--- config.mk ---
export PLATFORM = sky130hd
export DESIGN_NAME = srtm_back
export DESIGN_NICKNAME = d
export VERILOG_FILES = /design/src/rtl/sparse_row_tile_mac_int8_assert.svh /design/src/rtl/srtm_pkg.sv /design/src/rtl/srtm_back.sv
export SDC_FILE = /design/constraint.sdc
export NUM_CORES = 2
export LEC_CHECK = 0
export ABC_CLOCK_PERIOD_IN_PS = 8150
export BUFFER_PORTS_ARGS = -buffer_cell sky130_fd_sc_hd__buf_2
export CAP_MARGIN = 20
export CORE_ASPECT_RATIO = 1.25
export CORE_MARGIN = 2
export CORE_UTILIZATION = 55
export CTS_CLUSTER_DIAMETER = 40
export CTS_CLUSTER_SIZE = 16
export DETAILED_ROUTE_END_ITERATION = 10
export HOLD_SLACK_MARGIN = 0.05
export PLACE_DENSITY = 0.74
export SETUP_SLACK_MARGIN = 0.5
export SYNTH_ARGS = -nofsm -noshare
export SYNTH_HDL_FRONTEND = slang
export SYNTH_SLANG_ARGS = --single-unit
export TNS_END_PERCENT = 10
--- constraint.sdc ---
create_clock -name aclk -period 8.15 [get_ports aclk]
set_input_delay 0.4075 -clock aclk [delete_from_list [all_inputs] [get_ports aclk]]
set_output_delay 0.4075 -clock aclk [all_outputs]
set_load 0.1 [all_outputs]
--- src/rtl/sparse_row_tile_mac_int8_assert.svh ---
// Assertion macros for the sparse row tile MAC RTL (included by srtm_fifo).
// Expects the including module to have aclk and aresetn ports.
`ifndef SPARSE_ROW_TILE_MAC_INT8_ASSERT_SVH
`define SPARSE_ROW_TILE_MAC_INT8_ASSERT_SVH
`ifndef SYNTHESIS
// Checked only outside reset.
`define SRTM_ASSERT(label, prop) \
    label: assert property (@(posedge aclk) disable iff (!aresetn) prop) \
        else $error("srtm assertion failed");
// Checked at every edge, reset included.
`define SRTM_ASSERT_ALWAYS(label, prop) \
    label: assert property (@(posedge aclk) prop) \
        else $error("srtm assertion failed");
`else
`define SRTM_ASSERT(label, prop)
`define SRTM_ASSERT_ALWAYS(label, prop)
`endif
`endif

--- src/rtl/srtm_pkg.sv ---
// Package for the sparse row tile MAC: sizes, codes and the command type.
// No dependencies; used by every module of the block.
package srtm_pkg;

    localparam int LANES        = 8;
    localparam int PACKED_LANES = 8;
    localparam int LANE_IDX_W   = (LANES > 1) ? $clog2(LANES) : 1;

    localparam int QUEUE_DEPTH = 4;
    localparam int QPTR_W      = (QUEUE_DEPTH > 1) ? $clog2(QUEUE_DEPTH) : 1;
    localparam int QCNT_W      = $clog2(QUEUE_DEPTH + 1);

    localparam logic [1:0] OP_START   = 2'd0;
    localparam logic [1:0] OP_NONZERO = 2'd1;
    localparam logic [1:0] OP_FINISH  = 2'd2;

    localparam logic [1:0] CFG_COLUMN_COUNT = 2'd0;
    localparam logic [1:0] CFG_ALPHA_SCALE  = 2'd1;
    localparam logic [1:0] CFG_BETA_SCALE   = 2'd2;

    typedef struct packed {
        logic [1:0]        kind;
        logic [LANES-1:0]  live;
        logic signed [7:0] sparse_value;
        logic [63:0]       dense_bytes;
        logic [2:0]        lane;
        logic [31:0]       old_output;
    } cmd_t;

endpackage

--- src/rtl/srtm_back.sv ---
// Back end: lane accumulators and the finish pipeline with output register.
// Depends on srtm_pkg.
module srtm_back (
    input  logic                aclk,
    input  logic                aresetn,
    input  logic [31:0]         alpha_scale,
    input  logic [31:0]         beta_scale,
    input  logic                head_valid,
    input  srtm_pkg::cmd_t      head_cmd,
    output logic                pop,
    output logic                m_valid,
    input  logic                m_ready,
    output logic [2:0]          m_out_lane,
    output logic signed [31:0]  m_new_output
);

    logic [31:0]                    sums_reg  [srtm_pkg::LANES];
    logic [31:0]                    sums_next [srtm_pkg::LANES];
    logic [31:0]                    prod_ext  [srtm_pkg::LANES];
    logic [srtm_pkg::LANE_IDX_W-1:0] sel_idx;

    logic        s1_valid_reg, s2_valid_reg, out_valid_reg;
    logic        s1_ready, s2_ready, out_ready;
    logic [2:0]  s1_lane_reg, s2_lane_reg, out_lane_reg;
    logic [31:0] s1_sum_reg, s1_old_reg;
    logic [31:0] s2_alpha_prod_reg, s2_beta_prod_reg;
    logic [31:0] out_data_reg;
    logic        take_finish;

    // One 8x8 signed product per lane; lanes past the packed word add nothing.
    for (genvar j = 0; j < srtm_pkg::LANES; j++) begin : g_lane
        if (j < srtm_pkg::PACKED_LANES) begin : g_mul
            logic signed [15:0] prod;
            assign prod        = head_cmd.sparse_value * $signed(head_cmd.dense_bytes[8*j +: 8]);
            assign prod_ext[j] = 32'(prod);
        end else begin : g_none
            assign prod_ext[j] = '0;
        end
    end

    assign out_ready = !out_valid_reg || m_ready;
    assign s2_ready  = !s2_valid_reg || out_ready;
    assign s1_ready  = !s1_valid_reg || s2_ready;

    assign pop         = head_valid && ((head_cmd.kind != srtm_pkg::OP_FINISH) || s1_ready);
    assign take_finish = pop && (head_cmd.kind == srtm_pkg::OP_FINISH);
    assign sel_idx     = srtm_pkg::LANE_IDX_W'(head_cmd.lane);

    always_comb begin
        for (int j = 0; j < srtm_pkg::LANES; j++) begin
            sums_next[j] = sums_reg[j];
            if (pop && (head_cmd.kind == srtm_pkg::OP_START)) begin
                sums_next[j] = '0;
            end else if (pop && (head_cmd.kind == srtm_pkg::OP_NONZERO) &&
                         head_cmd.live[j]) begin
                sums_next[j] = sums_reg[j] + prod_ext[j];
            end
        end
    end

    always_ff @(posedge aclk) begin
        if (!aresetn) begin
            for (int j = 0; j < srtm_pkg::LANES; j++) begin
                sums_reg[j] <= '0;
            end
            s1_valid_reg  <= 1'b0;
            s2_valid_reg  <= 1'b0;
            out_valid_reg <= 1'b0;
        end else begin
            sums_reg <= sums_next;
            if (s1_ready) begin
                s1_valid_reg <= take_finish;
            end
            if (s2_ready) begin
                s2_valid_reg <= s1_valid_reg;
            end
            if (out_ready) begin
                out_valid_reg <= s2_valid_reg;
            end
        end
    end

    // A zero beta makes its product zero, so the old value drops out by itself.
    always_ff @(posedge aclk) begin
        if (s1_ready && take_finish) begin
            s1_lane_reg <= head_cmd.lane;
            s1_sum_reg  <= sums_reg[sel_idx];
            s1_old_reg  <= head_cmd.old_output;
        end
        if (s2_ready && s1_valid_reg) begin
            s2_lane_reg       <= s1_lane_reg;
            s2_alpha_prod_reg <= alpha_scale * s1_sum_reg;
            s2_beta_prod_reg  <= beta_scale * s1_old_reg;
        end
        if (out_ready && s2_valid_reg) begin
            out_lane_reg <= s2_lane_reg;
            out_data_reg <= s2_alpha_prod_reg + s2_beta_prod_reg;
        end
    end

    assign m_valid      = out_valid_reg;
    assign m_out_lane   = out_lane_reg;
    assign m_new_output = $signed(out_data_reg);

endmodule

; After elaboration in Yosys (flattened, before gate mapping)
; Cells that the tools add are included.
[classes]
magnitude_cmp = 1
reduce_logical = 24
n_eq_ne = 3
bitwise_logic = 2
n_mul = 10
n_mux = 3
n_addsub = 9
[op_table]
columns = operator, count
row1 = 32-bit adder, 9
row2 = 8-bit by 8-bit multiplier with 16-bit output, 8
row3 = 32-bit binary-select mux with 3-bit select, 1
row4 = 32-bit by 32-bit multiplier with 32-bit output, 2
row5 = 32-bit 2-to-1 mux, 2
row6 = 1-bit logical AND, 15
row7 = "4-bit greater-or-equal comparator, second input constant", 1
row8 = 1-bit logical OR, 4
row9 = 3-bit NOT with 4-bit output, 1
row10 = 1-bit logical NOT, 3
row11 = "2-bit by 1-bit == test with 1-bit output, second input constant", 1
row12 = "2-bit == test, second input constant", 1
row13 = 2-bit logical NOT, 1
row14 = "2-bit inequality test, second input constant", 1
row15 = 2-bit OR reduction, 1
row16 = 1-bit NOT, 1
[word_totals]
inputBits = 185
regBits = 428
output_inout_bits = 37

; Depth between registers and ports, before layout
[depth]
word_depth = 8
ltp_mapped = 35
ltp_nobuf = 33

; Worst setup path after synthesis
; No wires, ideal clock.
[synth_timing]
path_type = input to register
startpoint = input head_cmd[106] in the netlist's numbering
endpoint = register sums_reg[159] in the netlist's numbering
path_buffers = 2
setup_ps = 58
arrival_time_ps = 7687
stages = 28
path_slack_ps = 404
path_cell_list = clkbuf_1 -> clkbuf_1 -> nand2_1 -> fa_1 -> fa_1 -> inv_1 -> fa_1 -> inv_1 -> fa_1 -> inv_1 -> ha_1 -> and3_1 -> a211o_1 -> a21o_1 -> a21o_1 -> xnor2_1 -> ha_1 -> o21ai_0 -> o21bai_1 -> a21oi_1 -> o21ai_1 -> a21boi_1 -> o31ai_1 -> a221o_2 -> a2111oi_4 -> o211ai_1 -> a211o_1 -> nand2_1
[synth_between]
elab_chain_cells = 2
[synth_rtl]
columns = element, line
row1 = "start, declared", srtm_back.sv:9  ; input srtm_pkg::cmd_t head_cmd,
row2 = 8-bit by 8-bit multiplier with 16-bit output, srtm_back.sv:34  ; assign prod = head_cmd.sparse_value * $signed(head_cmd.dense_bytes[8*j +: 8]);
row3 = 32-bit adder, srtm_back.sv:56  ; sums_next[j] = sums_reg[j] + prod_ext[j];
row4 = "end signal, assigned", srtm_back.sv:70  ; sums_reg <= sums_next;
row5 = "end, declared", srtm_back.sv:17  ; logic [31:0] sums_reg [srtm_pkg::LANES];
; Every way passes these cells.
; A chain may end at the register's enable or synchronous reset.

; Final worst setup path
[layout_timing]
startpoint = register s1_old_reg[2]
endpoint = register s2_beta_prod_reg[31], data pin
[layout_between]
elab_chain_cells = 1
[layout_rtl]
columns = element, line
row1 = "start, declared", srtm_back.sv:25  ; logic [31:0] s1_sum_reg, s1_old_reg;
row2 = "start signal, assigned", srtm_back.sv:88  ; s1_old_reg <= head_cmd.old_output;
row3 = 32-bit by 32-bit multiplier with 32-bit output, srtm_back.sv:93  ; s2_beta_prod_reg <= beta_scale * s1_old_reg;
row4 = "end signal, assigned", srtm_back.sv:93
row5 = "end, declared", srtm_back.sv:26  ; logic [31:0] s2_alpha_prod_reg, s2_beta_prod_reg;
; Every way passes these cells.

==> impl_metrics.py <==
metrics = {
    "outcome": {
        "run_status": "finished, final reports clean",
    },
    "detailed_routing": {
        "vias": 60879,
        "wl_um": 208000,
        "drc": 0,
        "drt-wirelength-per-cell_um": 19.1,
        "viasPerCell": 5.60,
        "ant_nets": 0,
        "dr.first_iter.drc_count": 3603,
        "drt-pass1-iter-count": 8,
    },
    "setup_path": {
        "startpoint_type": "flop",
        "required_ps": 8510,
        "worstSetupPathType": "flop to flop",
        "arrival_ps": 7770,
        "cp_max_fo": 22,
        "worstSetupEndpointType": "flop",
    },
    "clocking": {
        "cts.path.max_buffers": 3,
        "cts_sinks": 428,
        "clockRootBuffer": "clkbuf_16",
        "cts_inserted_buffers": 72,
        "htree_num_levels": 3,
        "cts_tree": "done",
        "insertion_delay_ps": 690,
        "clk_pin_slew_ps": 50,
    },
    "synthesis": {
        "synth_seq_area_share_pct": 12.9,
        "syn_area_per_cell_um2": 9.03,
        "synth_top_area_share_pct": 31.9,
        "synth_area_leaders": "fa_1 (32%), ha_1 (12%), and2_1 (7.3%)",
        "syn_nets": 11026,
        "synth_seq_cells": 428,
        "yosys.area.top_type": "fa_1",
        "ys_types": 84,
        "synth_enable_flop_cells": 169,
        "ys.flop_type": "dfxtp_1",
        "syn_area_mm2": 0.0795,
        "async_flop_share_pct": 0,
        "synthCells": 8803,
        "ys_warn_count": 0,
    },
    "die": {
        "initial_utilization_pct": 55.2,
        "chipHeight_um": 429,
        "design.core.area_mm2": 0.144,
        "rows": 156,
        "ios": 222,
        "die-width_um": 344,
        "die_area_mm2": 0.148,
    },
    "sta": {
        "hold_viol": 0,
        "min_period_over_period_pct": 90.9,
        "clock_skew_ps": 64.9,
        "tightest_slew_ps": 1090,
        "setup_tns_ps": 0,
        "relSlewSlack_pct": 27.5,
        "max_freq_mhz": 135,
        "finalSetupViolations": 0,
        "finalCriticalPeriod_ps": 7410,
        "rsz0062_at_grt": "yes",
        "maxSlewViolCount": 0,
    },
    "worst_hold_path": {
        "hold_path_class": "primary input to flop",
    },
    "placement": {
        "gp_congestion": 0.946,
        "numPortBuffers": 221,
        "post-dp-hpwl_um": 166000,
        "postPlaceCellArea_mm2": 0.0826,
        "place_inst": 10683,
    },
    "global_routing": {
        "overflow": 0,
        "grt_start_max_net_pins": 96,
        "grt_pass1_wl_um": 334000,
        "grtUsageTotal_pct": 28.6,
        "antenna_found_initial": 9,
        "grt_pass1_vias": 64209,
    },
    "final_layout": {
        "final_cell_mix": "inv_1 (1542), fa_1 (1264), nand2_1 (1039)",
        "final_common_cell": "inv_1",
        "final_cells": 10878,
        "nFillCells": 12361,
        "final_util_pct": 59.6,
        "final_area_mm2": 0.0859,
        "largest_reg_flops": 256,
        "drive_above_1_share_pct": 6.99,
        "layout.nets": 11147,
        "area_growth_pct": 8.02,
    },
    "flow_run": {
        "cap_violations": 0,
    },
}
## layout make-up
class,count,area (um2),share of cell area [%]
multi-input cells,6501,62300,72.6
flip-flops and latches,428,10300,11.9
clock buffers,80,1850,2.16
inverters,1542,5790,6.74
diodes,1,2.50,0.00291
repair buffers,379,2580,3.01
clock inverters,51,677,0.788
well taps,1896,2370,2.76
## final timing paths
path | startpoint | to | slack (ps) | depth (start not counted)
max | s1_old_reg[2] | s2_beta_prod_reg[31] | 740 | 25
min | head_cmd[2] | s1_old_reg[2] | 110 | 1
min reg2reg | s2_lane_reg[2] | m_out_lane[2] | 420 | 0
max reg2reg | s1_old_reg[2] | s2_beta_prod_reg[31] | 740 | 25
## logic make-up after synthesis
family	after synthesis	synth area share [%]
AO/OA/AOI/OAI	1217	9.64
AND/OR/NAND/NOR	2595	16.2
adder cells (fa/ha/maj)	2038	44.0
flip-flops	428	12.9
XOR/XNOR	545	6.00
multiplexers	106	2.41
buffers and inverters	1874	8.85
## cell usage after synthesis, types with 6 or more instances
cell type  instances
dfxtp_1          259
o21ai_1           24
o21a_1            53
nor3_1            50
and3_1            24
nor2_1           280
a221o_1            7
ha_1             773
nand3_1           49
a31oi_1           31
edfxtp_1         169
or2_2              7
a21oi_1          537
nand4_1           23
a41oi_1           10
nor3b_1            6
a211oi_1          53
mux4_2            64
o21ai_0          124
and2_1           933
a21o_1           165
xor2_1           128
fa_1            1265
buf_1             18
a22o_1             9
a21boi_0           9
nand2b_1          44
or3_1             27
xnor2_1          417
o211ai_1          11
o31ai_1           14
clkbuf_1         314
o21bai_1          86
a211o_1            8
nor2b_1           90
inv_1           1542
mux2_2            41
nand2_1         1039
nand3b_1           8
## timing repair
item                       CTS  global route
hold buffers                32             0
hold endpoints to repair    34             0
buffers inserted             1            24
pin swaps                    0             8
gates cloned                 0             1
resized for setup            0            21
setup endpoints to repair    1            13
## per-stage QoR
stage	hold slack, ps	setup WS [ps]
finish	109	745
global route	80.3	411
CTS	70.1	532
detailed placement	407	378
global placement	402	473
floorplan	400	530
## worst max-delay path, stage by stage (launching register included)
cell      delay [ps]
edfxtp_1         510
buf_6            240
and2_1           190
fa_1             530
inv_1             50
fa_1             490
fa_1             450
fa_1             550
inv_1             50
fa_1             470
fa_1             560
fa_1             440
fa_1             490
ha_1             400
a21o_1           200
a21o_1           160
a21oi_1          130
nor2b_1           50
o21ai_0          160
a21oi_1           90
nor2_1           140
o41ai_2          130
a21o_1           210
a21oi_2          190
o21ai_1          110
xnor2_1          130
## routing by layer
layer	vias to the layer above	wire length (um)	global-route usage, %	share of wire, %
li1	27934	-	-	-
met4	4	13700	15.9	6.6
met3	585	12500	3.72	6.0
met1	30316	80900	35.1	39
met5	-	21	0	0.010
met2	2040	101000	48.5	48
Power is not shown: default switching activity piles up to over one toggle a cycle in this logic, so the estimate is an artifact.
