### config.mk
export PLATFORM = sky130hd
export DESIGN_NAME = srtm_fifo
export DESIGN_NICKNAME = d
export VERILOG_FILES = /design/src/rtl/srtm_pkg.sv /design/src/rtl/srtm_fifo.sv
export VERILOG_INCLUDE_DIRS = /design/src /design/src/rtl
export SDC_FILE = /design/constraint.sdc
export NUM_CORES = 1
export LEC_CHECK = 0
export ABC_CLOCK_PERIOD_IN_PS = 10500
export BUFFER_PORTS_ARGS = -buffer_cell sky130_fd_sc_hd__buf_2
export CAP_MARGIN = 20
export CORE_MARGIN = 4
export CORE_UTILIZATION = 40
export CTS_BUF_LIST = sky130_fd_sc_hd__clkbuf_4 sky130_fd_sc_hd__clkbuf_8
export DETAILED_ROUTE_END_ITERATION = 7
export PLACE_DENSITY = 0.63
export SYNTH_ARGS = -nofsm -noshare
export SYNTH_HDL_FRONTEND = slang
export SYNTH_SLANG_ARGS = --single-unit
### constraint.sdc
create_clock -name aclk -period 10.5 [get_ports aclk]
set_clock_uncertainty 0.05 [all_clocks]
set_input_delay 1.05 -clock aclk [delete_from_list [all_inputs] [get_ports aclk]]
set_output_delay 1.05 -clock aclk [all_outputs]
set_load 0.1 [all_outputs]
### src/rtl/sparse_row_tile_mac_int8_assert.svh
// Assertion macros for the sparse row tile MAC RTL (included by srtm_fifo).
// Expects the including module to have aclk and aresetn ports.
`ifndef SPARSE_ROW_TILE_MAC_INT8_ASSERT_SVH
`define SPARSE_ROW_TILE_MAC_INT8_ASSERT_SVH
`ifndef SYNTHESIS
// Checked only outside reset.
`define SRTM_ASSERT(label, prop) \
    label: assert property (@(posedge aclk) disable iff (!aresetn) prop) \
        else $error("srtm assertion failed");
// Checked at every edge, reset included.
`define SRTM_ASSERT_ALWAYS(label, prop) \
    label: assert property (@(posedge aclk) prop) \
        else $error("srtm assertion failed");
`else
`define SRTM_ASSERT(label, prop)
`define SRTM_ASSERT_ALWAYS(label, prop)
`endif
`endif

### src/rtl/srtm_pkg.sv
// Package for the sparse row tile MAC: sizes, codes and the command type.
// No dependencies; used by every module of the block.
package srtm_pkg;

    localparam int LANES        = 8;
    localparam int PACKED_LANES = 8;
    localparam int LANE_IDX_W   = (LANES > 1) ? $clog2(LANES) : 1;

    localparam int QUEUE_DEPTH = 4;
    localparam int QPTR_W      = (QUEUE_DEPTH > 1) ? $clog2(QUEUE_DEPTH) : 1;
    localparam int QCNT_W      = $clog2(QUEUE_DEPTH + 1);

    localparam logic [1:0] OP_START   = 2'd0;
    localparam logic [1:0] OP_NONZERO = 2'd1;
    localparam logic [1:0] OP_FINISH  = 2'd2;

    localparam logic [1:0] CFG_COLUMN_COUNT = 2'd0;
    localparam logic [1:0] CFG_ALPHA_SCALE  = 2'd1;
    localparam logic [1:0] CFG_BETA_SCALE   = 2'd2;

    typedef struct packed {
        logic [1:0]        kind;
        logic [LANES-1:0]  live;
        logic signed [7:0] sparse_value;
        logic [63:0]       dense_bytes;
        logic [2:0]        lane;
        logic [31:0]       old_output;
    } cmd_t;

endpackage

### src/rtl/srtm_fifo.sv
// Short command queue between the front and back ends.
// Depends on srtm_pkg and the assertion header.
`include "sparse_row_tile_mac_int8_assert.svh"
module srtm_fifo (
    input  logic            aclk,
    input  logic            aresetn,
    input  logic            push,
    input  srtm_pkg::cmd_t  push_cmd,
    output logic            full,
    input  logic            pop,
    output logic            head_valid,
    output srtm_pkg::cmd_t  head_cmd
);

    srtm_pkg::cmd_t                 entry_reg [srtm_pkg::QUEUE_DEPTH];
    logic [srtm_pkg::QPTR_W-1:0]    wr_ptr_reg;
    logic [srtm_pkg::QPTR_W-1:0]    wr_ptr_next;
    logic [srtm_pkg::QPTR_W-1:0]    rd_ptr_reg;
    logic [srtm_pkg::QPTR_W-1:0]    rd_ptr_next;
    logic [srtm_pkg::QCNT_W-1:0]    count_reg;
    logic [srtm_pkg::QCNT_W-1:0]    count_next;

    assign full       = (count_reg == srtm_pkg::QCNT_W'(srtm_pkg::QUEUE_DEPTH));
    assign head_valid = (count_reg != '0);
    assign head_cmd   = entry_reg[rd_ptr_reg];

    always_comb begin
        wr_ptr_next = wr_ptr_reg;
        rd_ptr_next = rd_ptr_reg;
        count_next  = count_reg;
        if (push) begin
            wr_ptr_next = (wr_ptr_reg == srtm_pkg::QPTR_W'(srtm_pkg::QUEUE_DEPTH - 1)) ?
                          '0 : wr_ptr_reg + 1'b1;
        end
        if (pop) begin
            rd_ptr_next = (rd_ptr_reg == srtm_pkg::QPTR_W'(srtm_pkg::QUEUE_DEPTH - 1)) ?
                          '0 : rd_ptr_reg + 1'b1;
        end
        if (push && !pop) begin
            count_next = count_reg + 1'b1;
        end else if (pop && !push) begin
            count_next = count_reg - 1'b1;
        end
    end

    always_ff @(posedge aclk) begin
        if (!aresetn) begin
            wr_ptr_reg <= '0;
            rd_ptr_reg <= '0;
            count_reg  <= '0;
        end else begin
            wr_ptr_reg <= wr_ptr_next;
            rd_ptr_reg <= rd_ptr_next;
            count_reg  <= count_next;
        end
    end

    always_ff @(posedge aclk) begin
        if (push) begin
            entry_reg[wr_ptr_reg] <= push_cmd;
        end
    end

    `SRTM_ASSERT(a_count_bound, count_reg <= srtm_pkg::QCNT_W'(srtm_pkg::QUEUE_DEPTH))
    `SRTM_ASSERT(a_pop_nonempty, pop |-> head_valid)
    `SRTM_ASSERT(a_count_grows, (push && !pop) |=> (count_reg == $past(count_reg) + 1'b1))

endmodule

==> After elaboration in Yosys (flattened, before gate mapping) <==
Memory sizes are Yosys's and may differ from the RTL's. A register that Yosys moved wholly into a read port is not among the register bits.
Cells that the tools add are included.
{ "op_classes": {"n_addsub": 4, "shifts": 0, "bitwise_logic": 0, "eq_ne": 3, "div": 0, "magnitude_cmp": 0, "n_reduce_logical": 6, "n_mul": 0, "mux": 8} }
{ "ops": {"columns": ["cell", "count"], "rows": [
  ["$mux W2", 4],
  ["$mux W3", 2],
  ["$add A2 B1 Y2 const B", 2],
  ["$eq A2 B2 Y1 const B", 2],
  ["$add A3 B1 Y3 const B", 1],
  ["$eq A3 B3 Y1 const B", 1],
  ["$reduce_bool A3 Y1", 1],
  ["$sub A3 B1 Y3 const B", 1],
  ["$logic_and A1 B1 Y1", 2],
  ["$logic_not A1 Y1", 2],
  ["$mux W1", 2],
  ["$reduce_bool A2 Y1", 1]
]} }
{ "totals": {"word_cells": 25, "mem_bits_ro": 0, "input_bits": 121, "latch_bits": 0, "reg_bits": 7, "n_memories": 1, "output_inout_bits": 119, "mem_bits_rw": 468} }
{ "memory_table": {"columns": ["name", "words", "width", "rd", "rd_clocked_by_memory_dff", "write_ports", "line", "source"], "rows": [
  ["entry_reg", 4, 117, 1, 1, 1, "srtm_fifo.sv:15", "srtm_pkg::cmd_t entry_reg [srtm_pkg::QUEUE_DEPTH];"]
]} }

==> Depth between registers and ports, before layout <==
Gate-level depths: netlist of run 1.
{ "logic_depth": {"ltp_word": 4, "depth_mapped": 7, "mapped_depth_nobuf": 7} }

==> Least setup slack after synthesis of run 1 <==
OpenSTA, ideal clock, no wires.
{ "synth_timing": {"path_kind": "input to register", "start": "input port push", "end": "memory entry_reg[0][0] in the netlist's numbering (enable)", "arrival_ps": 3738, "setup_time_ps": 489, "required_ps": 9961, "stages": 1, "path_slack_ps": 6223, "path_cell_list": "and2_1"} }
{ "synth_via": {"elab_chain_cells": 2} }
{ "synth_rtl": {"columns": ["item", "line", "source"], "rows": [
  ["from (decl)", "srtm_fifo.sv:7", "input logic push,"],
  ["$mux W1", "srtm_fifo.sv:59", "if (push) begin"],
  ["$mux W1 (not written as such)", "srtm_fifo.sv:60", "entry_reg[wr_ptr_reg] <= push_cmd;"],
  ["to (decl)", "srtm_fifo.sv:15", null]
]} }
No other way between the ends.

==> reports/results.ini, run 1 <==
[logic_synthesis]
synth_seq_cells=477
synth-edff-count=468
async_flop_share=0
netlist_area_um2=17300
synthCells=655
avgSynthCellArea_um2=26.4
synth_area_leaders=edfxtp_1 81%, mux4_2 15%, dfxtp_1 1.0%
yosys.area.top_type_share=0.812
synthTopCellsByCount=468 x edfxtp_1, 117 x mux4_2, 13 x buf_2
ys_types=22
synth_most_common_cell=edfxtp_1
yosys_warnings=0
synth.net_count=783
ys.flop_type=edfxtp_1
yosysSeqAreaShare=0.823
yosysTopAreaCell=edfxtp_1

[critical_path]
r2r-start=wr_ptr_reg[0]
cp-end-kind=output port
cp_top_family=buffers and inverters
crit_slowest_cell=dfxtp_4
start_kind=flip-flop
crit_required_ns=9.40
max_stage_delay_ns=0.86
rr_worst_depth=3
path_depth=4
critPathMostFrequentCell=buf_4
r2r-end=entry_reg[3][63]
cp.arrival_ns=3.98
r2r_slack_ns=7.71
worstPathCellList=buf_4 -> buf_4 -> mux4_2 -> buf_2
criticalPathCategory=reg -> out
cp_num_buf_inv=3
worstPathMaxFanout=41

[sta]
grt_setup_unrepaired=no
tightest_slew_ns=1.02
slew_violations=0
finalSetupTns_ns=0
timing.fmax_mhz=197
slew_headroom=0.323
fin_crit_ns=5.08
layout_setup_ws_ns=5.42
finalSetupViolCount=0
period_share=0.484
final_hold_viol_count=0
whs_ns=0.454

[status]
outcome=finished, final reports clean

[place]
hpwl_um=19600
port_buffers=239
dpl_worst_slack_ns=5.76
gp_congestion=0.703

[route]
dr.pass1.iters=5
drt_wl_total_um=34000
drc=0
wl_met3_um=2880
top_layer_used=met5
drt_iter0_drc=590
ant_nets=0
wl_per_cell_um=21.3
wl_met1_um=14400
num_vias=7877
vias_per_cell=4.95
met2_wirelength_um=15900

[power]
ir_drop_uv=121
p_leak_nw=6.89
p_per_area_nw_per_um2=216

[min_path]
min_from=count_reg[2]
hold_depth=2
hold_path_end=count_reg[2]
hp-class=reg -> reg

[global_route]
antenna_found_initial=10
grt_max_degree=64
grt_pass1_wl_um=51800
grt_pass1_vias=8575
grt_use_total=0.146
grt-ovfl-total=0

[floorplanning]
core_um2=42300
die_y_um=216
initial_core_util=0.409
ios=240
chipWidth_um=216
fp.dieArea_um2=46600
rows=75

[clock_network]
cts-root-buf=clkbuf_8
clk_pin_slew_ns=0.05
post_cts_buffers=0
ctsResizeCount=0
cts_hold_buf=0
cts_buffer_depth=3
clk_latency_ns=0.60
cts_buffers=78
h-tree-depth=3
cts_tree=done
clock-sinks=477

[layout]
layout-drive-gt1-share=0.484
nets=1085
fin_util=0.486
synthToLayoutAreaGrowth_pct=18.9
fillCellCount=3497
largest_reg_flops=468

[flow_run]
cap_viol_max_count=0

## power by group
group          total (W)  internal [W]  switching, W
registers        0.00221       0.00218     0.0000289
clock network    0.00147      0.000786      0.000686
logic           0.000762      0.000151      0.000610
total            0.00445       0.00312       0.00133
## metal layers
metal / vias up / GRT usage
met5: - / 0
met1: 4061 / 0.194
li1: 3449 / -
met2: 289 / 0.223
met4: 10 / 0.0512
met3: 68 / 0.0554
## cell usage in the layout (no fill, tap or decap)
master,n
edfxtp_1,468
buf_2,239
mux4_2,117
clkbuf_8,80
clkbuf_4,23
clkinv_1,15
clkinv_2,10
buf_4,9
dfxtp_1,7
ha_1,6
nor2b_1,5
clkinvlp_4,5
diode_2,4
inv_1,4
and2_4,4
mux2i_1,4
or3_1,2
dfxtp_4,2
nor3b_1,1
xnor2_1,1
and2_1,1
nor2_1,1
nor3_1,1
o21a_1,1
xor2_1,1
o21ai_0,1
a21boi_0,1
fa_1,1
## kinds of logic after synthesis
| kind of cell | count (synthesis) | share of synthesized area |
|---|---|---|
| mux | 121 | 0.155 |
| simple gates | 15 | 0.00528 |
| flops | 477 | 0.823 |
| xor+xnor | 2 | 0.00101 |
| buf+inv | 30 | 0.00983 |
| fa+ha+maj | 7 | 0.00550 |
| compound gates | 3 | 0.00116 |
## worst max-delay path by stage
stage               slack [ns]              end
CTS                       5.09     head_cmd[71]
detailed placement        5.76     head_cmd[71]
global placement          5.80     head_cmd[71]
floorplan                 6.22  entry_reg[0][0]
global route              4.94     head_cmd[71]
finish                    5.42     head_cmd[72]
## stage by stage
stage / total power, W / area, um^2 / instances
5_1_grt: 0.00464 / 20600 / 1589
3_3_place_gp: 0.00302 / 19200 / 1454
2_1_floorplan: 0.00288 / 17300 / 655
6_report: 0.00445 / 20600 / 1591
4_1_cts: 0.00452 / 20600 / 1587
3_5_place_dp: 0.00303 / 19200 / 1454
## cell type report
class	count	area, um^2	area share
repair buffers	248	1260	0.0614
multi-input cells	148	2910	0.141
flip-flops and latches	477	14200	0.692
inverters	4	15.0	0.000730
diodes	4	10.0	0.000486
clock inverters	30	144	0.00699
clock buffers	103	1270	0.0619
well taps	577	722	0.0351
## tightest hold or removal path, cell delays in order, from the launching register on
cell	delay, ns
dfxtp_1	0.32
o21ai_0	0.07
a21boi_0	0.07
Note: power is estimated with default switching activity, not from simulation.
==> inputs of run 2 (changes only) <==
--- a/config.mk
+++ b/config.mk
@@ -6,7 +6,7 @@
 export SDC_FILE = /design/constraint.sdc
 export NUM_CORES = 1
 export LEC_CHECK = 0
-export ABC_CLOCK_PERIOD_IN_PS = 10500
+export ABC_CLOCK_PERIOD_IN_PS = 5100
 export BUFFER_PORTS_ARGS = -buffer_cell sky130_fd_sc_hd__buf_2
 export CAP_MARGIN = 20
 export CORE_MARGIN = 4
==> constraint.sdc (replaced) <==
create_clock -name aclk -period 5.1 [get_ports aclk]
set_clock_uncertainty 0.05 [all_clocks]
set_input_delay 0.51 -clock aclk [delete_from_list [all_inputs] [get_ports aclk]]
set_output_delay 0.51 -clock aclk [all_outputs]
set_load 0.1 [all_outputs]
==> run 2 against run 1 <==
Compared with the run above: critical path depth down 1; critical path type unchanged; clock power up 120%; first-iteration DRC count down 12%; total power up 110%; highest routed layer unchanged; global-route usage up 0.38 points; non-clock buffer count up 93; combinational power up 110%; largest cell class unchanged; setup slack worse by 3.7 ns; flip-flop and latch count unchanged; wire length up 1.5%; die area unchanged; cell area up 5.2%.
==> reports/results.ini, run 2 (synthesized netlist as in run 1, its figures left out) <==
[status]
outcome=finished, final reports clean

[clock_network]
cts_buffer_depth=3
clk_latency_ns=0.61
h-tree-depth=3
ctsResizeCount=0
clock-sinks=477
clk_pin_slew_ns=0.06
cts_buffers=80
cts-root-buf=clkbuf_8
cts_tree=done
post_cts_buffers=0

[route]
wl_per_cell_um=20.5
drt_iter0_drc=522
vias_per_cell=4.88
dr.pass1.iters=4
num_vias=8210
drt_wl_total_um=34500
drc=0
ant_nets=0

[sta]
tightest_slew_ns=0.972
slew_headroom=0.352
finalSetupViolCount=0
fin_crit_ns=3.39
grt_setup_unrepaired=no
slew_violations=0
period_share=0.664
final_hold_viol_count=0
finalSetupTns_ns=0
timing.fmax_mhz=295

[floorplanning]
ios=240
rows=75
chipWidth_um=216
initial_core_util=0.409
fp.dieArea_um2=46600
die_y_um=216
core_um2=42300

[flow_run]
cap_viol_max_count=0

[layout]
fin_util=0.512
nets=1180
largest_reg_flops=468
synthToLayoutAreaGrowth_pct=25.1
final_cell_mix=468 x edfxtp_1, 239 x buf_2, 117 x mux4_2, 89 x dlygate4sd3_1, 83 x clkbuf_8
layout_commonest_cell=edfxtp_1
layout-drive-gt1-share=0.449
stdcell_area_um2=21600

[critical_path]
start_kind=flip-flop
cp-end-kind=output port
crit_required_ns=4.54
criticalPathCategory=reg -> out
r2r_slack_ns=2.72
worstPathMaxFanout=41
cp.arrival_ns=2.83

[place]
gp_congestion=0.701
port_buffers=239
place_area_um2=19200
hpwl_um=19900

[global_route]
grt_pass1_vias=9243
grt_max_degree=81
grt_pass1_wl_um=53700
grt_use_total=0.150
antenna_found_initial=3
grt-ovfl-total=0

[min_path]
hp-class=in -> reg

[power]
p_per_area_nw_per_um2=435
p_leak_nw=7.36
ir_drop_uv=240

[run 2: cell count changes in the layout (fill, tap and decap cells not counted), moves of 3 or more]
cell           delta
clkinvlp_4        -4
clkbuf_8          +3
inv_6             +3
dlygate4sd3_1    +89
clkbuf_4          -5
buf_12            +4
bufinv_16         +3
[run 2: what timing repair did]
item,4_1_cts,5_1_grt
endpoints found under the setup margin,0,0
hold buffers,89,0
hold endpoints to repair,334,0
[run 2: path summary, 6_finish.rpt]
kind,startpoint,end,cells after the start
max,flip-flop,head_cmd[93],3
min,push_cmd[57],entry_reg[0][57],1
max reg2reg,wr_ptr_reg[0],entry_reg[0][28],4
min reg2reg,count_reg[2],count_reg[2],2
[run 2: critical path: stages, from the launching register on]
cell	delay, ns
dfxtp_4	0.82
buf_12	0.41
mux4_2	0.58
buf_2	0.32
[run 2: through the flow]
stage	setup slack, ns	total power [W]	hold WS (ns)	instances
after global placement	2.26	0.00622	0.430	1458
after CTS	1.57	0.00958	0.00000688	1681
after floorplan	1.33	0.00593	0.417	655
after global routing	1.46	0.00983	0.00478	1683
final	1.71	0.00943	0.0713	1683
after detailed placement	2.27	0.00624	0.461	1458
[run 2: area by class of cell]
| class | instances | area, um^2 |
|---|---|---|
| diodes | 2 | 5.00 |
| clock buffers | 101 | 1280 |
| clock inverters | 33 | 244 |
| fillers | 3357 | 20700 |
| inverters | 4 | 15.0 |
| multi-input cells | 148 | 2910 |
| flip-flops and latches | 477 | 14200 |
| well taps | 577 | 722 |
| repair buffers | 341 | 2230 |
[run 2: where the power goes]
part,total (W),switching (W),internal [W],leakage [nW]
combinational,0.00163,0.00127,0.000365,2.17
clock,0.00323,0.00144,0.00179,0.809
sequential,0.00456,0.0000641,0.00450,4.37
[run 2: per-layer routing]
metal | up-vias | wire length [um] | share of wire | track usage
met2 | 258 | 16500 | 0.48 | 0.237
met1 | 4260 | 14600 | 0.42 | 0.197
met4 | 2 | 730 | 0.021 | 0.0484
met3 | 63 | 2590 | 0.075 | 0.0513
met5 | - | 7 | 0.00020 | 0
li1 | 3627 | - | - | -
==> inputs of run 3 (changes only) <==
--- a/config.mk
+++ b/config.mk
@@ -6,7 +6,8 @@
 export SDC_FILE = /design/constraint.sdc
 export NUM_CORES = 1
 export LEC_CHECK = 0
-export ABC_CLOCK_PERIOD_IN_PS = 5100
+export ABC_AREA = 1
+export ABC_CLOCK_PERIOD_IN_PS = 3400
 export BUFFER_PORTS_ARGS = -buffer_cell sky130_fd_sc_hd__buf_2
 export CAP_MARGIN = 20
 export CORE_MARGIN = 4
==> constraint.sdc (replaced) <==
create_clock -name aclk -period 3.4 [get_ports aclk]
set_clock_uncertainty 0.05 [all_clocks]
set_input_delay 0.34 -clock aclk [delete_from_list [all_inputs] [get_ports aclk]]
set_output_delay 0.34 -clock aclk [all_outputs]
set_load 0.1 [all_outputs]
==> run 3 against run 2 <==
Compared with the run above: clock power rose by 50%; cell count is 32% higher; global-route usage increased by 2.1 points; total power rose by 53%; first-iteration DRC count is 64% higher; wire length up 19%; sequential power grew 49%; critical path depth increased by 2; setup slack worse by 1.4 ns; flip-flop and latch count is the same.
==> reports/results.ini, run 3 <==
[min_path]
min_from=push_cmd[18]
hold_depth=2
hp-class=in -> reg
hold_path_end=entry_reg[0][18]

[logic_synthesis]
synthCells=1191
yosysTopAreaCell=edfxtp_1
synth_area_leaders=edfxtp_1 79%, o21ai_0 5.3%, nor2_1 5.1%
synth_seq_cells=477
ys.flop_type=edfxtp_1
synthTopCellsByCount=468 x edfxtp_1, 243 x nor2_1, 188 x o21ai_0
netlist_area_um2=17700
synth-edff-count=468
ys_types=21
yosys_warnings=0
async_flop_share=0
yosysSeqAreaShare=0.802
avgSynthCellArea_um2=14.9
synth.net_count=1319
synth_most_common_cell=edfxtp_1
yosys.area.top_type_share=0.792

[place]
hpwl_um=22300
port_buffers=239
gp_congestion=0.728
dpl_worst_slack_ns=0.926
place_area_um2=19600

[global_route]
use_met3=0.0528
grt_pass1_vias=11227
grt_pass1_wl_um=63500
grt-ovfl-total=0
met2_usage=0.273
top_usage_layer=met2
use_met1=0.227
grt_max_degree=127
grt_use_total=0.171
antenna_found_initial=6

[power]
p_per_area_nw_per_um2=648
ir_drop_uv=559
p_leak_nw=7.86

[clock_network]
cts-root-buf=clkbuf_8
clock-sinks=477
clk_pin_slew_ns=0.06
cts_buffer_depth=3
clk_latency_ns=0.63
cts_buffers=79
h-tree-depth=3
post_cts_buffers=0
cts_tree=done

[route]
ant_nets=0
vias_per_cell=5.02
num_vias=11132
drt_wl_total_um=41000
drc=0
drt_iter0_drc=857
wl_per_cell_um=18.5
dr.pass1.iters=5

[floorplanning]
initial_core_util=0.408
fp.dieArea_um2=47800
chipWidth_um=219
ios=240
rows=76
die_y_um=219
core_um2=43500

[critical_path]
max_stage_delay_ns=0.48
crit_slowest_cell=buf_2
path_depth=5
cp.arrival_ns=2.73
start_kind=flip-flop
criticalPathCategory=reg -> out
worstPathMaxFanout=75
worstPathCellList=inv_6 -> buf_12 -> nor2_1 -> o22ai_1 -> buf_2
cp_num_buf_inv=3
cp_top_family=buffers and inverters
r2r-start=wr_ptr_reg[0]
crit_required_ns=3.01
r2r_slack_ns=1.43
cp-end-kind=output port
r2r-end=entry_reg[0][90]
rr_worst_depth=5

[layout]
synthToLayoutAreaGrowth_pct=25.7
fin_util=0.513
largest_reg_flops=468
fillCellCount=3663
final_cell_mix=468 x edfxtp_1, 243 x nor2_1, 239 x buf_2, 188 x o21ai_0, 120 x dlygate4sd3_1
layout_commonest_cell=edfxtp_1
layout-drive-gt1-share=0.239
nets=1701
stdcell_area_um2=22300

[sta]
slew_headroom=0.535
grt_setup_unrepaired=no
finalSetupTns_ns=0
fin_crit_ns=3.12
final_hold_viol_count=0
period_share=0.916
timing.fmax_mhz=321
finalSetupViolCount=0
whs_ns=0.414
tightest_slew_ns=0.698
layout_setup_ws_ns=0.284
slew_violations=0

[flow_run]
cap_viol_max_count=0

[status]
outcome=finished, final reports clean

[run 3: cell count changes after synthesis, sizes merged, moves of 4 or more]
cell	change
o21ai	+236
and2	-5
nand2	+9
mux4	-117
inv	+12
buf	+12
o22ai	+117
nor2	+242
clkbuf	+38
nor2b	-5
mux2i	-4
[run 3: cells by family after synthesis]
family	Yosys count	synth area share
compound gates	357	0.109
xor+xnor	1	0.000494
fa+ha+maj	7	0.00536
buf+inv	92	0.0283
flops	477	0.802
simple gates	257	0.0548
[run 3: metal layers]
layer  share of wire  vias to the layer above  wire [um]
li1                -                     5284          -
met3           0.075                       47       3090
met4           0.014                        2        577
met2            0.47                      332      19300
met5         0.00017                        -          7
met1            0.44                     5467      18100
[run 3: per-stage QoR]
step           power, W  std cells
3_5_place_dp    0.00966       1957
5_1_grt          0.0151       2218
3_3_place_gp    0.00963       1957
2_1_floorplan   0.00908       1191
6_report         0.0145       2219
4_1_cts          0.0146       2213
[run 3: worst register-to-register path, delay by kind of cell, from the launching register on]
kind | cells | cell delay [ns]
simple gates | 1 | 0.08
fa+ha+maj | 1 | 0.15
flops | 1 | 0.35
buf+inv | 3 | 0.90
[run 3: power by group]
part,switching [W],internal [W],total (W),leakage [nW]
Clock,0.00214,0.00269,0.00483,0.784
Sequential,0.0000653,0.00673,0.00679,4.37
Combinational,0.00234,0.000506,0.00284,2.70
Total,0.00455,0.00992,0.0145,7.86
[run 3: layout make-up]
cell class	instances	area [um^2]	share of cell area
Clock inverter	27	190	0.00852
Sequential cell	477	14200	0.638
Timing Repair Buffer	377	2710	0.121
Tap cell	585	732	0.0328
Multi-Input combinational cell	622	3010	0.135
Inverter	16	80.1	0.00359
Antenna cell	6	15.0	0.000673
Clock buffer	109	1340	0.0599
[run 3: how the worst max path moves through the flow]
stage                       start               to  slack, ns
floorplan           wr_ptr_reg[0]  entry_reg[3][0]       0.03
global placement        flip-flop     head_cmd[55]       0.94
detailed placement      flip-flop     head_cmd[46]       0.93
CTS                     flip-flop     head_cmd[46]       0.21
global route            flip-flop     head_cmd[55]        0.1
finish                  flip-flop     head_cmd[55]       0.28
[run 3: repair_timing]
action                     4_1_cts  5_1_grt
hold endpoints to repair       477        0
setup endpoints to repair        0        0
hold buffers                   120        0
gates resized for setup          0        0
